===== src/hdl/sbr_pkg.sv =====
// ----------------------------------------------------------------------------
// sbr_pkg
// Shared types and constants for the session bit receiver.
// ----------------------------------------------------------------------------
package sbr_pkg;

	localparam int unsigned IdWidth   = 22;
	localparam int unsigned ByteBits  = 8;
	localparam int unsigned CountBits = $clog2(ByteBits);

	localparam logic [CountBits-1:0] CountLast = CountBits'(ByteBits - 1);
	localparam logic [ByteBits-1:0]  NulByte   = '0;
	localparam logic [IdWidth-1:0]   NoOwner   = '0;

	// reply codes
	localparam logic ReplyAck  = 1'b0;
	localparam logic ReplyDone = 1'b1;
	localparam logic ReplyBusy = 1'b1;

	// signal kinds
	localparam logic KindOne  = 1'b1;

	typedef struct packed {
		logic [IdWidth-1:0] sender_id;
		logic               signal_kind;
	} event_t;

	typedef struct packed {
		logic                reply_valid;
		logic [IdWidth-1:0]  reply_target;
		logic                reply_kind;
		logic                char_valid;
		logic [ByteBits-1:0] char_value;
		logic                message_done;
		logic                session_opened;
	} result_t;

	// pipeline flow control between the stages
	typedef struct packed {
		logic advance;
	} flow_t;

endpackage


===== src/hdl/sbr_event_if.sv =====
// ----------------------------------------------------------------------------
// sbr_event_if
// Valid/ready channel carrying one signal event per item.
// ----------------------------------------------------------------------------
interface sbr_event_if;
	logic                          valid;
	logic                          ready;
	logic [sbr_pkg::IdWidth-1:0]   sender_id;
	logic                          signal_kind;

	modport source (output valid, output sender_id, output signal_kind, input ready);
	modport sink   (input valid, input sender_id, input signal_kind, output ready);
endinterface


===== src/hdl/sbr_result_if.sv =====
// ----------------------------------------------------------------------------
// sbr_result_if
// Valid/ready channel carrying one receiver result per item.
// ----------------------------------------------------------------------------
interface sbr_result_if;
	logic                           valid;
	logic                           ready;
	logic                           reply_valid;
	logic [sbr_pkg::IdWidth-1:0]    reply_target;
	logic                           reply_kind;
	logic                           char_valid;
	logic [sbr_pkg::ByteBits-1:0]   char_value;
	logic                           message_done;
	logic                           session_opened;

	modport source (
		output valid, output reply_valid, output reply_target, output reply_kind,
		output char_valid, output char_value, output message_done,
		output session_opened, input ready
	);
	modport sink (
		input valid, input reply_valid, input reply_target, input reply_kind,
		input char_valid, input char_value, input message_done,
		input session_opened, output ready
	);
endinterface


===== src/hdl/sbr_in_stage.sv =====
// ----------------------------------------------------------------------------
// sbr_in_stage
// Input register: captures one event item and holds it until processed.
// ----------------------------------------------------------------------------
module sbr_in_stage (
	input  logic                 clk,
	input  logic                 arst_n,
	sbr_event_if.sink            events,
	input  sbr_pkg::flow_t       flow,
	output logic                 valid_s1,
	output sbr_pkg::event_t      evt_s1
);

	logic take;

	assign events.ready = !valid_s1 || flow.advance;
	assign take         = events.valid && events.ready;

	always_ff @(posedge clk or negedge arst_n) begin
		if (!arst_n) begin
			valid_s1 <= 1'b0;
		end else if (take) begin
			valid_s1 <= 1'b1;
		end else if (flow.advance) begin
			valid_s1 <= 1'b0;
		end
	end

	always_ff @(posedge clk) begin
		if (take) begin
			evt_s1.sender_id   <= events.sender_id;
			evt_s1.signal_kind <= events.signal_kind;
		end
	end

endmodule


===== src/hdl/sbr_session.sv =====
// ----------------------------------------------------------------------------
// sbr_session
// Session state and per-event decode: open, refuse, shift bits, close.
// ----------------------------------------------------------------------------
module sbr_session (
	input  logic                 clk,
	input  logic                 arst_n,
	input  sbr_pkg::flow_t       flow,
	input  sbr_pkg::event_t      evt_s1,
	output sbr_pkg::result_t     res
);

	logic [sbr_pkg::IdWidth-1:0]   owner_q, owner_d;
	logic [sbr_pkg::ByteBits-1:0]  shift_q, shift_d, shifted;
	logic [sbr_pkg::CountBits-1:0] count_q, count_d;

	assign shifted = {shift_q[sbr_pkg::ByteBits-2:0], evt_s1.signal_kind};

	always_comb begin
		owner_d = owner_q;
		shift_d = shift_q;
		count_d = count_q;
		res     = '0;

		if (evt_s1.sender_id == sbr_pkg::NoOwner) begin
			// unknown sender, dropped silently
		end else if (owner_q == sbr_pkg::NoOwner) begin
			if (evt_s1.signal_kind == sbr_pkg::KindOne) begin
				owner_d            = evt_s1.sender_id;
				res.session_opened = 1'b1;
				res.reply_valid    = 1'b1;
				res.reply_target   = evt_s1.sender_id;
				res.reply_kind     = sbr_pkg::ReplyAck;
			end
		end else if (evt_s1.sender_id != owner_q) begin
			res.reply_valid  = 1'b1;
			res.reply_target = evt_s1.sender_id;
			res.reply_kind   = sbr_pkg::ReplyBusy;
		end else begin
			shift_d          = shifted;
			res.reply_valid  = 1'b1;
			res.reply_target = owner_q;
			res.reply_kind   = sbr_pkg::ReplyAck;
			if (count_q == sbr_pkg::CountLast) begin
				count_d = '0;
				if (shifted == sbr_pkg::NulByte) begin
					// terminating zero byte ends the session
					res.reply_kind   = sbr_pkg::ReplyDone;
					res.message_done = 1'b1;
					owner_d          = sbr_pkg::NoOwner;
				end else begin
					res.char_valid = 1'b1;
					res.char_value = shifted;
					shift_d        = '0;
				end
			end else begin
				count_d = count_q + 1'b1;
			end
		end
	end

	always_ff @(posedge clk or negedge arst_n) begin
		if (!arst_n) begin
			owner_q <= sbr_pkg::NoOwner;
			shift_q <= '0;
			count_q <= '0;
		end else if (flow.advance) begin
			owner_q <= owner_d;
			shift_q <= shift_d;
			count_q <= count_d;
		end
	end

endmodule


===== src/hdl/sbr_out_stage.sv =====
// ----------------------------------------------------------------------------
// sbr_out_stage
// Result register: holds one finished item until the receiver takes it.
// ----------------------------------------------------------------------------
module sbr_out_stage (
	input  logic                 clk,
	input  logic                 arst_n,
	input  sbr_pkg::flow_t       flow,
	input  sbr_pkg::result_t     res,
	output logic                 out_free,
	sbr_result_if.source         replies
);

	logic             valid_s2;
	sbr_pkg::result_t res_s2;

	// free when empty or when the held item leaves this cycle
	assign out_free = !valid_s2 || replies.ready;

	always_ff @(posedge clk or negedge arst_n) begin
		if (!arst_n) begin
			valid_s2 <= 1'b0;
		end else if (flow.advance) begin
			valid_s2 <= 1'b1;
		end else if (replies.ready) begin
			valid_s2 <= 1'b0;
		end
	end

	always_ff @(posedge clk) begin
		if (flow.advance) begin
			res_s2 <= res;
		end
	end

	assign replies.valid          = valid_s2;
	assign replies.reply_valid    = res_s2.reply_valid;
	assign replies.reply_target   = res_s2.reply_target;
	assign replies.reply_kind     = res_s2.reply_kind;
	assign replies.char_valid     = res_s2.char_valid;
	assign replies.char_value     = res_s2.char_value;
	assign replies.message_done   = res_s2.message_done;
	assign replies.session_opened = res_s2.session_opened;

endmodule


===== src/hdl/session_bit_receiver.sv =====
// ----------------------------------------------------------------------------
// session_bit_receiver
// Serial bit receiver with a single-owner session and per-bit replies.
// ----------------------------------------------------------------------------
// Usage:
//   events  : sink channel, one item per signal event (sender_id, signal_kind).
//   replies : source channel, exactly one result item per event item, in order.
//   Each event passes an input register, one step of decode and state update,
//   and a result register. One event per cycle is sustained while replies.ready
//   stays high; the session state is updated in the same cycle the event moves
//   into the result register, so back-to-back events see each other's effect.
//   When the receiver holds ready low the result register keeps its item, the
//   input register may still take one more event, and events.ready then drops
//   until the result is taken; ready is combinational from replies.ready.
//   Reset (arst_n low) closes any open session, clears the partial byte and
//   bit count, and empties both registers.
// ----------------------------------------------------------------------------
module session_bit_receiver (
	input  logic        clk,
	input  logic        arst_n,
	sbr_event_if.sink   events,
	sbr_result_if.source replies
);

	logic             valid_s1;
	sbr_pkg::event_t  evt_s1;
	sbr_pkg::result_t res;
	sbr_pkg::flow_t   flow;
	logic             out_free;

	assign flow.advance  = valid_s1 && out_free;

	sbr_in_stage u_in (
		.clk     (clk),
		.arst_n  (arst_n),
		.events  (events),
		.flow    (flow),
		.valid_s1(valid_s1),
		.evt_s1  (evt_s1)
	);

	sbr_session u_session (
		.clk   (clk),
		.arst_n(arst_n),
		.flow  (flow),
		.evt_s1(evt_s1),
		.res   (res)
	);

	sbr_out_stage u_out (
		.clk     (clk),
		.arst_n  (arst_n),
		.flow    (flow),
		.res     (res),
		.out_free(out_free),
		.replies (replies)
	);

endmodule


===== src/flat_wrapper.sv =====
// flat-port wrapper written by rule: the top's interface ports become plain ports
module session_bit_receiver_flat 
  (clk, arst_n, events_valid, events_sender_id, events_signal_kind, events_ready, replies_valid, replies_reply_valid, replies_reply_target, replies_reply_kind, replies_char_valid, replies_char_value, replies_message_done, replies_session_opened, replies_ready);
  sbr_event_if events_i ();
  sbr_result_if replies_i ();
  input  logic clk;
  input  logic arst_n;
  input wire logic [$bits(events_i.valid)-1:0] events_valid;
  input wire logic [$bits(events_i.sender_id)-1:0] events_sender_id;
  input wire logic [$bits(events_i.signal_kind)-1:0] events_signal_kind;
  output wire logic [$bits(events_i.ready)-1:0] events_ready;
  output wire logic [$bits(replies_i.valid)-1:0] replies_valid;
  output wire logic [$bits(replies_i.reply_valid)-1:0] replies_reply_valid;
  output wire logic [$bits(replies_i.reply_target)-1:0] replies_reply_target;
  output wire logic [$bits(replies_i.reply_kind)-1:0] replies_reply_kind;
  output wire logic [$bits(replies_i.char_valid)-1:0] replies_char_valid;
  output wire logic [$bits(replies_i.char_value)-1:0] replies_char_value;
  output wire logic [$bits(replies_i.message_done)-1:0] replies_message_done;
  output wire logic [$bits(replies_i.session_opened)-1:0] replies_session_opened;
  input wire logic [$bits(replies_i.ready)-1:0] replies_ready;
  assign events_i.valid = events_valid;
  assign events_i.sender_id = events_sender_id;
  assign events_i.signal_kind = events_signal_kind;
  assign events_ready = events_i.ready;
  assign replies_valid = replies_i.valid;
  assign replies_reply_valid = replies_i.reply_valid;
  assign replies_reply_target = replies_i.reply_target;
  assign replies_reply_kind = replies_i.reply_kind;
  assign replies_char_valid = replies_i.char_valid;
  assign replies_char_value = replies_i.char_value;
  assign replies_message_done = replies_i.message_done;
  assign replies_session_opened = replies_i.session_opened;
  assign replies_i.ready = replies_ready;
  session_bit_receiver u_core (.clk(clk), .arst_n(arst_n), .events(events_i), .replies(replies_i));
endmodule

===== config.mk =====
export PLATFORM = sky130hd
export DESIGN_NAME = session_bit_receiver_flat
export DESIGN_NICKNAME = d
export VERILOG_FILES = /design/src/hdl/sbr_pkg.sv /design/src/hdl/sbr_event_if.sv /design/src/hdl/sbr_result_if.sv /design/src/hdl/sbr_in_stage.sv /design/src/hdl/sbr_session.sv /design/src/hdl/sbr_out_stage.sv /design/src/hdl/session_bit_receiver.sv /design/src/flat_wrapper.sv
export SDC_FILE = /design/constraint.sdc
export NUM_CORES = 1
export LEC_CHECK = 0
export BUFFER_PORTS_ARGS = -buffer_cell sky130_fd_sc_hd__buf_2
export CORE_AREA = 8 8 95 97
export CTS_CLUSTER_DIAMETER = 200
export DETAILED_ROUTE_END_ITERATION = 7
export DIE_AREA = 0 0 103 105
export GPL_ROUTABILITY_DRIVEN = 0
export MAX_ROUTING_LAYER = met4
export PLACE_DENSITY = 0.78
export SLEW_MARGIN = 20
export SYNTH_ARGS = -nofsm -noshare
export SYNTH_HDL_FRONTEND = slang
export SYNTH_SLANG_ARGS = --single-unit
export TNS_END_PERCENT = 20

===== constraint.sdc =====
create_clock -name clk -period 2.85 [get_ports clk]
set_input_delay 0.1425 -clock clk [delete_from_list [all_inputs] [get_ports clk]]
set_output_delay 0.1425 -clock clk [all_outputs]
set_load 0.02 [all_outputs]

After elaboration in Yosys (flattened, before gate mapping)

Cells that the tools add are included.

Add/sub/neg operators: 1
Multipliers: 0
Divide/modulo/power cells: 0
Magnitude comparators: 0
Eq/ne operators: 4
Shifts and indexed selects: 0
Multiplexer cells: 19
Bitwise logic cells: 4
Reductions and logical operators: 18

Operator list:

| cell                | number |
|---|---|
| $mux 22             | 5 |
| $mux 24             | 2 |
| $logic_not 22->1    | 2 |
| $mux 23             | 1 |
| $ne 22x22->1        | 1 |
| $mux 7              | 2 |
| $mux 11             | 1 |
| $mux 9              | 1 |
| $logic_not 8->1     | 1 |
| $reduce_bool 2->1   | 4 |
| $mux 1              | 6 |
| $reduce_and 6->1    | 1 |
| $reduce_or 5->1     | 1 |
| $not 1->1           | 4 |
| $reduce_and 4->1    | 1 |
| $reduce_or 4->1     | 1 |
| $add 3x1->3 const B | 1 |
| $eq 3x3->1 const B  | 1 |
| $mux 3              | 1 |
| $logic_and 1x1->1   | 2 |
| $logic_not 1->1     | 2 |
| $logic_or 1x1->1    | 2 |
| $ne 2x1->1 const B  | 1 |
| $ne 2x2->1 const B  | 1 |
| $reduce_or 2->1     | 1 |

Register bits: 92
Bits in latches: 0
Bits in writable memories: 0
Bits in read-only memories: 0
Output and inout port bits: 37
Memories: 0

Longest topological paths before layout

Gate-level depths: netlist of run 1.

Depth after elaboration: 6
Gate-level depth with buffers: 7
Depth with buffers taken out: 6

By module

Synthesis of run 1 repeated with hierarchy kept, for this count alone.

Cell total of the unflattened synthesis: 322
Area, all modules: 4247.8 µm²

Modules (own cells, without submodules):

| module               | times used | cells each | area an instance (µm²) | seq. area each (µm²) |
|---|---|---|---|---|
| sbr_session          | 1          | 256        | 2398.6                 | 800.8 |
| sbr_out_stage        | 1          | 38         | 1098.6                 | 1076.0 |
| sbr_in_stage         | 1          | 27         | 744.5                  | 715.7 |
| session_bit_receiver | 1          | 1          | 6.3                    | 0.0 |

Worst setup path after synthesis of run 1

OpenSTA, ideal clock, no wires.

Kind: register -> register
Start point: reg u_core.u_out.valid_s2, in the netlist u_core.u_out.replies.valid
End point: reg u_core.u_session.count_q[0] (netlist name)
Library setup time: 125 ps
Data arrival time: 2430 ps
Data required time: 2725 ps
Slack: 295 ps
Stages on the path, launching flop included: 7
Path buffers: 1
Clock period less this slack: 2555 ps
Cell sequence: dfrtp_1 nand2b_1 and2_1 o41a_1 and4_1 buf_6 mux2_4

Word-level cells in the longest chain between the ends: 4

Ends and longest elaborated chain:

| element                           | RTL line                   | text |
|---|---|---|
| from (decl)                       | sbr_out_stage.sv:14        | `logic valid_s2;` |
| from (signal assigned)            | sbr_out_stage.sv:22        | `valid_s2 <= 1'b0;` |
| from (signal assigned)            | sbr_out_stage.sv:24        | `valid_s2 <= 1'b1;` |
| from (signal assigned)            | sbr_out_stage.sv:26        | `valid_s2 <= 1'b0;` |
| $logic_not 1->1                   | sbr_out_stage.sv:18        | `assign out_free = !valid_s2 \|\| replies.ready;` |
| $logic_or 1x1->1                  | sbr_out_stage.sv:18        |  |
| $logic_and 1x1->1                 | session_bit_receiver.sv:31 | `assign flow.advance = valid_s1 && out_free;` |
| via u_core.flow                   | session_bit_receiver.sv:28 | `sbr_pkg::flow_t flow;` |
| $reduce_and 4->1 (no source line) | --                         |  |
| to (signal assigned)              | sbr_session.sv:70          | `count_q <= count_d;` |
| to (decl)                         | sbr_session.sv:15          | `logic [sbr_pkg::CountBits-1:0] count_q, count_d;` |

The timed path passes the listed nets, and every way through them passes these cells.
A chain may end at the register's enable or synchronous reset.

Final worst setup path of run 1

Start point: reg u_core.u_session.owner_q[9] (netlist name)
End point: reg u_core.u_session.owner_q[13] (netlist name)

Word-level cells in the longest chain between the ends: 3
Elaborated cells between the ends (all ways): 8

Ends and longest elaborated chain:

| element                                                   | RTL line                             | text |
|---|---|---|
| from (decl)                                               | sbr_session.sv:13                    | `logic [sbr_pkg::IdWidth-1:0] owner_q, owner_d;` |
| from (signal assigned)                                    | sbr_session.sv:64                    | `owner_q <= sbr_pkg::NoOwner;` |
| from (signal assigned)                                    | sbr_session.sv:68                    | `owner_q <= owner_d;` |
| $ne 22x22->1 / $logic_not 22->1 (equally long branches)   | sbr_session.sv:35, sbr_session.sv:27 |  |
| $ne 2x2->1 (no source line), or another cell as far along | --                                   |  |
| $reduce_and 6->1 (no source line)                         | --                                   |  |

Parallel ways exist; a longest one is shown, timed or not.

==> results of run 1 <==
## flip-flops by register name, summed over array words and instances (netlist names)
| name | flops |
|---|---|
| u_core.u_out.replies.reply_target | 22 |
| u_core.u_out.replies.session_opened | 1 |
| u_core.u_session.count_q | 3 |
| u_core.u_out.replies.valid | 1 |
| u_core.u_session.owner_q | 22 |
| u_core.u_session.shift_q | 7 |
| u_core.u_out.replies.message_done | 1 |
| u_core.u_out.replies.reply_kind | 1 |
| u_core.u_out.replies.char_valid | 1 |
| u_core.u_out.replies.reply_valid | 1 |
| u_core.u_in.evt_s1 | 23 |
| u_core.u_out.replies.char_value | 8 |
| u_core.u_in.valid_s1 | 1 |
## layout make-up
class                           count  area (µm²)
Timing Repair Buffer               93         603
Inverter                            9        33.8
Tap cell                          102         128
Clock buffer                        9         124
Sequential cell                    92        2590
Clock inverter                      7        98.8
Multi-Input combinational cell    138        1020
Fill cell                         616        2930
## power by group through the flow
| stage | sequential [W] | clock, W | combinational, W |
|---|---|---|---|
| 2_1_floorplan | 0.00181 | 0 | 0.000305 |
| 3_3_place_gp | 0.00180 | 0 | 0.000466 |
| 3_5_place_dp | 0.00181 | 0 | 0.000481 |
| 4_1_cts | 0.00178 | 0.000971 | 0.000514 |
| 5_1_grt | 0.00181 | 0.00102 | 0.000551 |
| 6_report | 0.00178 | 0.000954 | 0.000507 |
## timing repair
item / CTS / global route
hold buffers: 25 / 0
endpoints found under the hold margin: 58 / 0
setup endpoints to repair: 0 / 0
## layer usage
layer / track usage / share of wire / vias to the layer above
met1: 0.178 / 0.42 / 1150
li1: - / - / 1116
met3: 0.0385 / 0.065 / 10
met5: - / 0 / -
met4: 0.0569 / 0.016 / 0
met2: 0.254 / 0.50 / 76
## Yosys cell counts (2+ instances only)
cell type and n:
nand4_1 9, inv_1 8, nor4_1 12, dfrtp_1 34, buf_2 3, ha_1 2
buf_1 2, and3_1 2, and2_1 24, xor2_1 2, nor3_1 10, xnor2_1 20
nand2b_1 3, edfxtp_1 58, a22o_1 22, or4_1 3, mux2i_1 7, nand2_1 10
nor2_1 3, mux2_4 3
## stage by stage
stage	cell area [µm²]	total power (W)
after floorplan	3680	0.00212
after global placement	4120	0.00226
after detailed placement	4120	0.00229
after CTS	4600	0.00327
after global routing	4600	0.00338
final	4600	0.00324
## worst max-delay path: stages (launching register included)
cell and delay [ns]:
dfrtp_1 0.41, or4_1 0.55, nor4_1 0.37, and3_1 0.80
a22o_1 0.27
## cells by family (layout without fill, tap and decap cells)
logic type | Yosys count | count (layout) | share of synthesized area
AOI/OAI and AO/OA | 25 | 25 | 0.0602
xor gates and xnor gates | 22 | 22 | 0.0524
adders and majority gates | 2 | 2 | 0.00680
buffers and inverters | 16 | 118 | 0.0194
DFF | 92 | 92 | 0.705
muxes | 10 | 10 | 0.0313
and+or+nand+nor | 79 | 79 | 0.125
## final timing paths
path,start,to,slack [ns],cells past startpoint
setup / recovery,u_core.u_session.owner_q[9],u_core.u_session.owner_q[13],0.39,4
hold / removal,replies_ready,u_core.u_out.replies.valid,0.07,3
setup reg to reg,u_core.u_session.owner_q[9],u_core.u_session.owner_q[13],0.39,4
hold reg to reg,u_core.u_in.valid_s1,u_core.u_out.replies.valid,0.50,1
max in group asynchronous,arst_n,u_core.u_session.owner_q[5],1.94,2
min in group asynchronous,arst_n,u_core.u_session.shift_q[4],0.41,2
==> flow_metrics.env, run 1 <==
export IMPL_p_int_w=0.00239
export IMPL_path_max_fanout=22
export IMPL_start_util=0.489
export IMPL_fin_nets=372
export IMPL_syn_area_per_cell_um2=15.0
export IMPL_drt_pass1_iterations=4
export IMPL_synthCells=246
export IMPL_crit_type="reg2reg"
export IMPL_ctsRootBufferMaster="clkbuf_8"
export IMPL_fp_coreArea_um2=7530
export IMPL_swShare=0.265
export IMPL_fin_setup_tns_ns=0
export IMPL_total_leakage_power_nw=1.88
export IMPL_die_x_um=103
export IMPL_grt_pass1_vias=2493
export IMPL_setup_ws_ns=0.387
export IMPL_netlist_area_um2=3680
export IMPL_layout_drive_gt1_share=0.253
export IMPL_overflow=0
export IMPL_critPathLaunchType="flop"
export IMPL_clk_pin_slew_ns=0.09
export IMPL_setup_viol=0
export IMPL_clock_latency_ns=0.36
export IMPL_power_frac_comb=0.156
export IMPL_drtIter0Drc=159
export IMPL_dp_cells=409
export IMPL_cts_setup_buffers=0
export IMPL_routedWlPerCell_um=17.2
export IMPL_power_density_nw_per_um2=706
export IMPL_syn_num_nets=275
export IMPL_die_h_um=105
export IMPL_peakVddDrop_mv=0.330
export IMPL_worstMarginPinSlew_ns=0.869
export IMPL_layout_commonest_cell="buf_2"
export IMPL_end_kind="flop"
export IMPL_io_pins=64
export IMPL_synth_ff_type="edfxtp_1"
export IMPL_ys_top_cells_by_area="edfxtp_1, dfrtp_1, a22o_1"
export IMPL_synth_seq_area_share=0.705
export IMPL_clock_sinks=92
export IMPL_p_sw_w=0.000859
export IMPL_clock_skew_ns=0.0101
export IMPL_clock_path_buffers=2
export IMPL_synth_edf_count=58
export IMPL_relSlewSlack=0.421
export IMPL_hp_class="in2reg"
export IMPL_post_cts_resized=0
export IMPL_rows=32
export IMPL_ys_ff_latch=92
export IMPL_async_flop_share=0.370
export IMPL_p_seq_frac=0.550
export IMPL_critPathRequiredTime_ns=3.14
export IMPL_dp_slack_ns=0.428
export IMPL_timing_hold_ws_ns=0.0704
export IMPL_drc_errors=0
export IMPL_final_hold_violation_count=0
export IMPL_final_min_clock_period_ns=2.46
export IMPL_synth_top_area_share=0.473
export IMPL_arrival_ns=2.75
export IMPL_yosys_warnings=0
export IMPL_area_growth_pct=24.9
export IMPL_synth_largest_area_cell="edfxtp_1"
export IMPL_port_buffers=63
export IMPL_via_per_inst=5.23
export IMPL_final_cells=450
export IMPL_wirelength_um=7760
export IMPL_fmax_mhz=406
export IMPL_final_antenna_net_count=0
export IMPL_finish_utilization=0.611
export IMPL_final_cell_mix="buf_2, edfxtp_1, dfrtp_1, dlygate4sd3_1, and2_1"
export IMPL_grt_pass1_wl_um=12300
export IMPL_fin_crit_sh=0.864
export IMPL_ys_types=29
export IMPL_die_area_um2=10800
export IMPL_grt_start_max_net_pins=36
export IMPL_num_antenna_cells=0
export IMPL_cap_viol_max_count=0
export IMPL_cts_made_buffers=9
export IMPL_hpwl_um=5160
export IMPL_cts_tree="done"
export IMPL_outcome="completed"
export IMPL_rsz0062_at_grt="no"
export IMPL_cts_htree_levels=3
export IMPL_vias=2352
export IMPL_grt_usage=0.155
export IMPL_clock_power_share=0.294
export IMPL_slew_viol_final=0
export IMPL_antenna_found_initial=0
Power figures use the tool's default switching activity.
==> inputs of run 2 (changes only) <==
- PLACE_DENSITY: 0.78 -> 0.79
==> flow_metrics.env, run 2 (synthesized netlist as in run 1, its figures left out) <==
export IMPL_outcome="completed"
export IMPL_post_cts_resized=0
export IMPL_regMostFlops="u_core.u_in.evt_s1"
export IMPL_grt_pass1_vias=2557
export IMPL_cts_setup_buffers=0
export IMPL_die_h_um=105
export IMPL_overflow=0
export IMPL_relSlewSlack=0.446
export IMPL_fin_nets=372
export IMPL_crit_buf_inv=0
export IMPL_grt_usage=0.150
export IMPL_cts_made_buffers=9
export IMPL_antenna_found_initial=0
export IMPL_hp_class="in2reg"
export IMPL_port_buffers=63
export IMPL_clock_path_buffers=2
export IMPL_rows=32
export IMPL_slew_viol_final=0
export IMPL_end_kind="flop"
export IMPL_final_antenna_net_count=0
export IMPL_die_x_um=103
export IMPL_max_stage_delay_ns=0.79
export IMPL_rsz0062_at_grt="no"
export IMPL_largest_reg_flops=23
export IMPL_grt_pass1_wl_um=12100
export IMPL_crit_type="reg2reg"
export IMPL_total_leakage_power_nw=1.89
export IMPL_vias=2382
export IMPL_num_antenna_cells=0
export IMPL_cts_htree_levels=3
export IMPL_layout_commonest_cell="buf_2"
export IMPL_layout_drive_gt1_share=0.247
export IMPL_cts_tree="done"
export IMPL_fin_crit_sh=0.885
export IMPL_ctsRootBufferMaster="clkbuf_8"
export IMPL_dp_slack_ns=0.402
export IMPL_stdcell_area_um2=4610
export IMPL_final_min_clock_period_ns=2.52
export IMPL_die_area_um2=10800
export IMPL_cap_viol_max_count=0
export IMPL_place_area_um2=4120
export IMPL_hp_start="replies_ready"
export IMPL_r2r_start="u_core.u_session.owner_q[9]"
export IMPL_arrival_ns=2.81
export IMPL_drt_pass1_iterations=4
export IMPL_clock_sinks=92
export IMPL_clock_latency_ns=0.35
export IMPL_setup_ws_ns=0.328
export IMPL_setup_viol=0
export IMPL_critPathLaunchType="flop"
export IMPL_fmax_mhz=397
export IMPL_start_util=0.489
export IMPL_clock_skew_ns=0.00833
export IMPL_hpwl_um=5130
export IMPL_via_per_inst=5.29
export IMPL_area_growth_pct=25.3
export IMPL_worstMarginPinSlew_ns=0.830
export IMPL_power_density_nw_per_um2=717
export IMPL_grt_start_max_net_pins=36
export IMPL_cp_slowest_cell="and3_1"
export IMPL_setup_worst_path_start="u_core.u_session.owner_q[9]"
export IMPL_fin_setup_tns_ns=0
export IMPL_clk_pin_slew_ns=0.09
export IMPL_peakVddDrop_mv=0.375
export IMPL_final_hold_violation_count=0
export IMPL_wirelength_um=7480
export IMPL_drc_errors=0
export IMPL_critPathRequiredTime_ns=3.13
export IMPL_critPathTopFamily="simple AND/OR/NAND/NOR gates"
export IMPL_final_cell_mix="buf_2, edfxtp_1, dfrtp_1, dlygate4sd3_1, and2_1"
export IMPL_routedWlPerCell_um=16.6
export IMPL_io_pins=64
export IMPL_path_max_fanout=22
export IMPL_drtIter0Drc=100
export IMPL_worstPathCellList="or4_1 > nor4_1 > and3_1 > a22o_1"
export IMPL_fp_coreArea_um2=7530
## run 2: cell count changes in the layout (fill, tap and decap cells not counted)
cell	delta
bufinv_16	+1
clkbuf_1	+1
clkinv_1	+1
clkinv_2	-1
clkinv_4	-1
clkinvlp_4	-1
## run 2: what timing repair did
action,CTS,global route
setup endpoints to repair,0,0
hold buffers,25,0
hold endpoints to repair,58,0
## run 2: worst reg2reg max path: stages, from the launching register on
cell     delay, ns
dfrtp_1       0.41
or4_1         0.55
nor4_1        0.44
and3_1        0.79
a22o_1        0.27
## run 2: area by class of cell
type	instances	area, µm²
multi-input cells	138	1020
clock buffers	10	128
clock inverters	6	111
repair buffers	93	603
flip-flops and latches	92	2590
well taps	102	128
fillers	609	2920
inverters	9	33.8
## run 2: worst paths after layout
path	cells past startpoint	slack, ns	endpoint
max	4	0.33	u_core.u_session.owner_q[4]
max in group asynchronous	2	1.95	u_core.u_session.owner_q[7]
min reg2reg	1	0.49	u_core.u_out.replies.valid
min in group asynchronous	2	0.40	u_core.u_session.owner_q[17]
min	3	0.07	u_core.u_out.replies.valid
max reg2reg	4	0.33	u_core.u_session.owner_q[4]
## run 2: routing by layer
metal | vias to the layer above | track usage | routed length (µm) | part of all wire
met3 | 15 | 0.0285 | 396 | 0.053
met2 | 84 | 0.241 | 3760 | 0.50
met4 | 0 | 0.0776 | 145 | 0.019
met5 | - | - | 0 | 0
met1 | 1174 | 0.172 | 3180 | 0.43
li1 | 1109 | - | - | -
## run 2: power breakdown
group | internal, W | switching, W | leakage [nW]
Sequential | 0.00161 | 0.000166 | 0.971
Combinational | 0.000274 | 0.000228 | 0.805
Clock | 0.000585 | 0.000441 | 0.119
Total | 0.00247 | 0.000835 | 1.89
## run 2: metrics by stage
stage | hold WS, ns | util | instances | power, W
after floorplan | -0.153 | - | 246 | 0.00212
after global placement | 0.251 | 0.548 | 409 | 0.00226
after detailed placement | 0.257 | 0.548 | 409 | 0.00228
after CTS | 0.0562 | 0.613 | 450 | 0.00333
after global routing | 0.0701 | 0.613 | 450 | 0.00344
final | 0.0714 | 0.613 | 450 | 0.00331
